## src/hw/rtl/hc20_pkg.sv

```systemverilog
// Shared types, constants and helpers for the HChaCha20 subkey derivation block.
// No dependencies; imported by every RTL file of the block.
`timescale 1ns / 1ps

package hc20_pkg;

    localparam int WORD_W    = 32;
    localparam int KEY_REG_W = 64;
    localparam int CFG_IDX_W = 2;

    // Sixteen-word ChaCha matrix, word 0 in the lowest bits.
    typedef logic [15:0][WORD_W-1:0] state_t;

    // "expand 32-byte k" as four little-endian words.
    localparam logic [WORD_W-1:0] EXPAND_0 = 32'h6170_7865;
    localparam logic [WORD_W-1:0] EXPAND_1 = 32'h3320_646e;
    localparam logic [WORD_W-1:0] EXPAND_2 = 32'h7962_2d32;
    localparam logic [WORD_W-1:0] EXPAND_3 = 32'h6b20_6574;

    // Quarter-round rotation amounts, in order of use.
    localparam int unsigned ROT_1 = 16;
    localparam int unsigned ROT_2 = 12;
    localparam int unsigned ROT_3 = 8;
    localparam int unsigned ROT_4 = 7;

    // Configuration register indexes.
    localparam logic [CFG_IDX_W-1:0] CFG_KEY_0_1 = 2'd0;
    localparam logic [CFG_IDX_W-1:0] CFG_KEY_2_3 = 2'd1;
    localparam logic [CFG_IDX_W-1:0] CFG_KEY_4_5 = 2'd2;
    localparam logic [CFG_IDX_W-1:0] CFG_KEY_6_7 = 2'd3;

    // Per-stage handshake between neighbouring cells.
    typedef struct packed {
        logic valid;
    } stage_ctrl_t;

    function automatic logic [WORD_W-1:0] rotl(input logic [WORD_W-1:0] v,
                                               input int unsigned n);
        rotl = (v << n) | (v >> (WORD_W - n));
    endfunction

endpackage

```

## src/hw/rtl/hc20_cell.sv

```systemverilog
// One half-round cell of the HChaCha20 chain: two add/xor/rotate steps on all four
// quarter-round groups, column or diagonal. Depends on hc20_pkg.
`timescale 1ns / 1ps

module hc20_cell #(
    parameter bit DIAGONAL    = 1'b0,
    parameter bit SECOND_HALF = 1'b0
) (
    input  logic                 aclk,
    input  logic                 aresetn,
    input  logic                 advance,
    input  hc20_pkg::stage_ctrl_t ctrl_in,
    input  hc20_pkg::state_t     state_in,
    output hc20_pkg::stage_ctrl_t ctrl_out,
    output hc20_pkg::state_t     state_out
);
    import hc20_pkg::*;

    // Diagonal groups take b, c, d from rows rotated left by one, two, three.
    localparam logic [1:0] OFF_B = DIAGONAL ? 2'd1 : 2'd0;
    localparam logic [1:0] OFF_C = DIAGONAL ? 2'd2 : 2'd0;
    localparam logic [1:0] OFF_D = DIAGONAL ? 2'd3 : 2'd0;
    localparam int unsigned ROT_D = SECOND_HALF ? ROT_3 : ROT_1;
    localparam int unsigned ROT_B = SECOND_HALF ? ROT_4 : ROT_2;

    logic   valid_reg, valid_next;
    state_t state_reg, state_next;

    always_comb begin
        logic [WORD_W-1:0] a, b, c, d;
        logic [1:0]        gg;
        state_next = state_in;
        for (int g = 0; g < 4; g++) begin
            gg = 2'(g);
            a  = state_in[{2'd0, gg}];
            b  = state_in[{2'd1, gg + OFF_B}];
            c  = state_in[{2'd2, gg + OFF_C}];
            d  = state_in[{2'd3, gg + OFF_D}];
            a  = a + b;
            d  = rotl(d ^ a, ROT_D);
            c  = c + d;
            b  = rotl(b ^ c, ROT_B);
            state_next[{2'd0, gg}]         = a;
            state_next[{2'd1, gg + OFF_B}] = b;
            state_next[{2'd2, gg + OFF_C}] = c;
            state_next[{2'd3, gg + OFF_D}] = d;
        end
    end

    assign valid_next = ctrl_in.valid;

    always_ff @(posedge aclk) begin
        if (!aresetn) begin
            valid_reg <= 1'b0;
        end else if (advance) begin
            valid_reg <= valid_next;
        end
    end

    always_ff @(posedge aclk) begin
        if (advance) begin
            state_reg <= state_next;
        end
    end

    assign ctrl_out.valid = valid_reg;
    assign state_out      = state_reg;

endmodule

```

## config.mk

```make
export PLATFORM = sky130hd
export DESIGN_NAME = hc20_cell
export DESIGN_NICKNAME = d
export VERILOG_FILES = /design/src/hw/rtl/hc20_pkg.sv /design/src/hw/rtl/hc20_cell.sv
export SDC_FILE = /design/constraint.sdc
export NUM_CORES = 1
export LEC_CHECK = 0
export BUFFER_PORTS_ARGS = -buffer_cell sky130_fd_sc_hd__buf_2
export CAP_MARGIN = 30
export CORE_AREA = 2 2 398 400
export DETAILED_ROUTE_END_ITERATION = 10
export DIE_AREA = 0 0 400 402
export SETUP_SLACK_MARGIN = 0.15
export SLEW_MARGIN = 20
export SYNTH_ARGS = -nofsm -noshare
export SYNTH_HDL_FRONTEND = slang
export SYNTH_SLANG_ARGS = --single-unit
```

## constraint.sdc

```tcl
create_clock -name aclk -period 16.5 [get_ports aclk]
set_input_delay 3.3 -clock aclk [delete_from_list [all_inputs] [get_ports aclk]]
set_output_delay 3.3 -clock aclk [all_outputs]
set_load 0.01 [all_outputs]
```

==> flow_summary_export.csv <==
group,metric,value,unit
run_status,status,"complete, no violations",
critical_path,end_kind,"register",
synthesis,synthAdderAreaFrac,10.83,%
finish,area_growth,33.22,%
critical_path,r2r_start,"ctrl_out$_SDFFE_PN0P_",
synthesis,synth_flop_cell,"edfxtp_1",
critical_path,critPathLaunchType,"primary input",
placed_design,dp_hpwl,134600,um
sta,maxSlewViolCount,0,
floorplan,fp-row-count,146,
floorplan,start_util,19.18,%
clock_tree,cts_tree,"yes",
critical_path,crit_end,"state_out[235]$_DFFE_PP_",
sta,worstMarginPinSlew,1.162,ns
run,maxCapViolations,0,
sta,setup_violations,0,
finish,drive_above_1_share,32.77,%
sta,rsz0062_at_grt,"no",
clock_tree,post_cts_buffers,0,
global_routing,antenna_found_initial,87,
synthesis,syn_nets,3246,
global_routing,grt_pass1_vias,24870,
critical_path,r2r_cells,2,
critical_path,crit_arrival,9.51,ns
routing,wl_per_cell,27.46,um
routing,vias,26120,
critical_path,timing.critical_path.from,"state_in[224]",
pwr,ir_drop,0.09935,mV
synthesis,syn_inst,2474,
routing,drc,0,
floorplan,die_width,400,um
sta,slew_headroom,22.50,%
sta,fmax,0.1095,GHz
sta,fin_worst_skew,0,ns
clock_tree,cts.sinks,513,
global_routing,grt_util_all_layers,18.62,%
pwr,p_per_area,153.4,nW/um2
clock_tree,post_cts_resized,0,
hold_path,hp-class,"reg -> reg",
placed_design,gp_congestion,0.9573,
synthesis,yosys_warnings,0,
synthesis,netlist_area,30140,um2
critical_path,cp_data_required_time,16.88,ns
pwr,leakagePower,0.01715,uW
global_routing,grt_pass1_wl,204700,um
critical_path,r2r_end,"ctrl_out$_SDFFE_PN0P_",
synthesis,synth-compound-area-share,15.48,%
floorplan,die_y,402,um
global_routing,grt_max_degree,164,
synthesis,synth_top_family_by_area,"compound AO/OA/AOI/OAI gates",
routing,via_per_inst,4.576,
sta,fin_crit_sh,55.36,%
synthesis,synth.largest_area_cell,"edfxtp_1",
floorplan,dieArea,160800,um2
synthesis,synth-seq-area-share,51.08,%
critical_path,criticalPathCategory,"in -> reg",
floorplan,ioPinCount,1029,
synthesis,synth_simple_gate_area_share,6.788,%
routing,routed_wl,156700,um
synthesis,yosysUniqueCellTypes,81,
routing,first_iter_violations,2366,
synthesis,synth_area_leaders,"edfxtp_1, ha_1, xor2_1",
critical_path,crit_fanout,4,
synthesis,yosysTopAreaCellShare,51.02,%
sta,hold_violations,0,
floorplan,core-area,157100,um2
clock_tree,clockBufferDepth,3,
global_routing,overflow,0,
clock_tree,clk_latency,0.65,ns
critical_path,r2r_slack,15.91,ns
finish,layout.nets,4331,
clock_tree,cts_max_level,3,
placed_design,numPortBuffers,1028,
synthesis,synthArstFlopShare,0,%
synthesis,synth_xor_area_share,14.64,%
synthesis,postSynthAreaPerCell,12.18,um2
clock_tree,cts-hold-fix-buffers,0,
synthesis,synth_edf_count,512,
clock_tree,numCtsBuffers,67,
synthesis,synthMuxAreaShare,0.03321,%
sta,period_needed,9.135,ns
pwr,total_power,6160,uW
clock_tree,root_buffer,"clkbuf_16",
routing,dr.pass1.iters,5,
sta,fin_setup_tns,0,ns
routing,drtAntennaViolNets,0,
synthesis,ys_seq_elements,513,
finish,fillers,16810,
clock_tree,clkTransAtPathRegs,0.06,ns
[final cells by class]
| type | count | area, um2 | share of cell area, % |
|---|---|---|---|
| Timing Repair Buffer | 1039 | 5263 | 13.11 |
| Inverter | 69 | 259.0 | 0.6451 |
| Sequential cell | 513 | 15390 | 38.35 |
| Clock inverter | 44 | 437.9 | 1.091 |
| Multi-Input combinational cell | 1869 | 14390 | 35.85 |
| Tap cell | 2072 | 2592 | 6.457 |
| Antenna cell | 26 | 65.06 | 0.1621 |
| Clock buffer | 76 | 1742 | 4.338 |
[placed cells by master (no fill, tap or decap), types with 24 or more instances in the layout]
cell	n
nand3_1	52
inv_1	69
nand2b_1	27
nand2_1	104
a31oi_1	25
a211oi_1	31
ha_1	248
xnor2_1	179
o21a_1	35
edfxtp_1	512
nor2_1	125
buf_2	1027
o21ai_0	110
diode_2	26
nor2b_1	24
a21oi_1	194
o21bai_1	31
clkbuf_16	68
xor2_1	292
nor3_1	33
a21o_1	113
[synthesized netlist by cell type (4+ instances only)]
library cell	number
edfxtp_1	512
xor2_1	292
ha_1	248
a21oi_1	194
xnor2_1	179
nor2_1	125
a21o_1	113
o21ai_0	110
nand2_1	104
inv_1	69
nand3_1	52
o21a_1	35
nor3_1	33
a211oi_1	31
o21bai_1	31
nand2b_1	27
a31oi_1	25
nor2b_1	24
clkbuf_1	19
and3_1	18
nand4_1	17
o211ai_1	17
o21ai_1	17
or2_2	10
a211o_1	9
a21boi_0	8
and2_1	8
fa_1	8
a221o_1	7
o31ai_1	7
or3_1	7
xnor3_1	7
a221oi_1	6
a41oi_1	6
o2111ai_1	5
o31a_1	5
a21oi_2	4
a311oi_1	4
o211a_1	4
xor3_1	4
[report_power, final]
group	switching [uW]	internal (uW)	leakage (uW)	total, uW
combinational	1670	889	0.0111	2560
clock	634	872	0.00106	1510
sequential	117	1980	0.00502	2100
[state kept, by name, summed over array words and instances, names as in the netlist]
signal / cells
ctrl_out: 1
state_out: 512
[metal layers]
layer | up-vias | GRT usage (%) | routed length, um
li1 | 11550 | - | -
met1 | 12870 | 23.59 | 64100
met2 | 1349 | 28.88 | 70190
met3 | 285 | 6.714 | 16660
met4 | 64 | 6.840 | 5414
met5 | - | 0 | 372
[worst max-delay path, cell delays in order]
cell and delay (ns):
buf_2 0.10, ha_1 0.41, nand3_1 0.29, a21oi_1 0.46
nor2_1 0.29, o311ai_2 0.61, a31oi_1 0.27, o21bai_1 0.21
a21oi_1 0.11, xnor2_1 0.33, xor2_1 0.59, ha_1 0.37
a211oi_1 0.29, o211ai_1 0.17, nand3_1 0.19, a311oi_2 0.20
o21ai_1 0.28, a21oi_1 0.14, a211oi_2 0.32, o21a_1 0.24
xor3_1 0.32
[worst min path at each step]
| stage | startpoint | end | slack [ns] | cells after the start |
|---|---|---|---|---|
| after global placement | ctrl_out$_SDFFE_PN0P_ | ctrl_out$_SDFFE_PN0P_ | 0.51 | 2 |
| after CTS | ctrl_out$_SDFFE_PN0P_ | ctrl_out$_SDFFE_PN0P_ | 0.53 | 2 |
| after global routing | ctrl_out$_SDFFE_PN0P_ | ctrl_out$_SDFFE_PN0P_ | 0.59 | 2 |
| final | ctrl_out$_SDFFE_PN0P_ | ctrl_out$_SDFFE_PN0P_ | 0.53 | 2 |
| after detailed placement | ctrl_out$_SDFFE_PN0P_ | ctrl_out$_SDFFE_PN0P_ | 0.51 | 2 |
| after floorplan | ctrl_out$_SDFFE_PN0P_ | ctrl_out$_SDFFE_PN0P_ | 0.54 | 2 |
[logic make-up (layout without fill, tap and decap cells)]
family | count (synthesis) | in the layout
and+or+nand+nor | 434 | 434
other | 0 | 26
DFF | 513 | 513
muxes | 1 | 1
buffers and inverters | 92 | 1228
xor gates and xnor gates | 484 | 484
adders and majority gates | 256 | 256
AOI/OAI and AO/OA | 694 | 694
[stage by stage]
step           instances  hold WS (ns)  cell area, um2  utilization (%)  worst slack (ns)
2_1_floorplan       2474        0.5383           30140                -             8.498
3_5_place_dp        5562        0.5098           37900            24.13             6.556
4_1_cts             5682        0.5262           40080            25.51             7.242
6_report            5708        0.5274           40150            25.56             7.366
3_3_place_gp        5561        0.5102           37900            24.12             6.600
5_1_grt             5693        0.5854           40110            25.53             6.968
No activity file was read; power rests on OpenSTA's default activity.
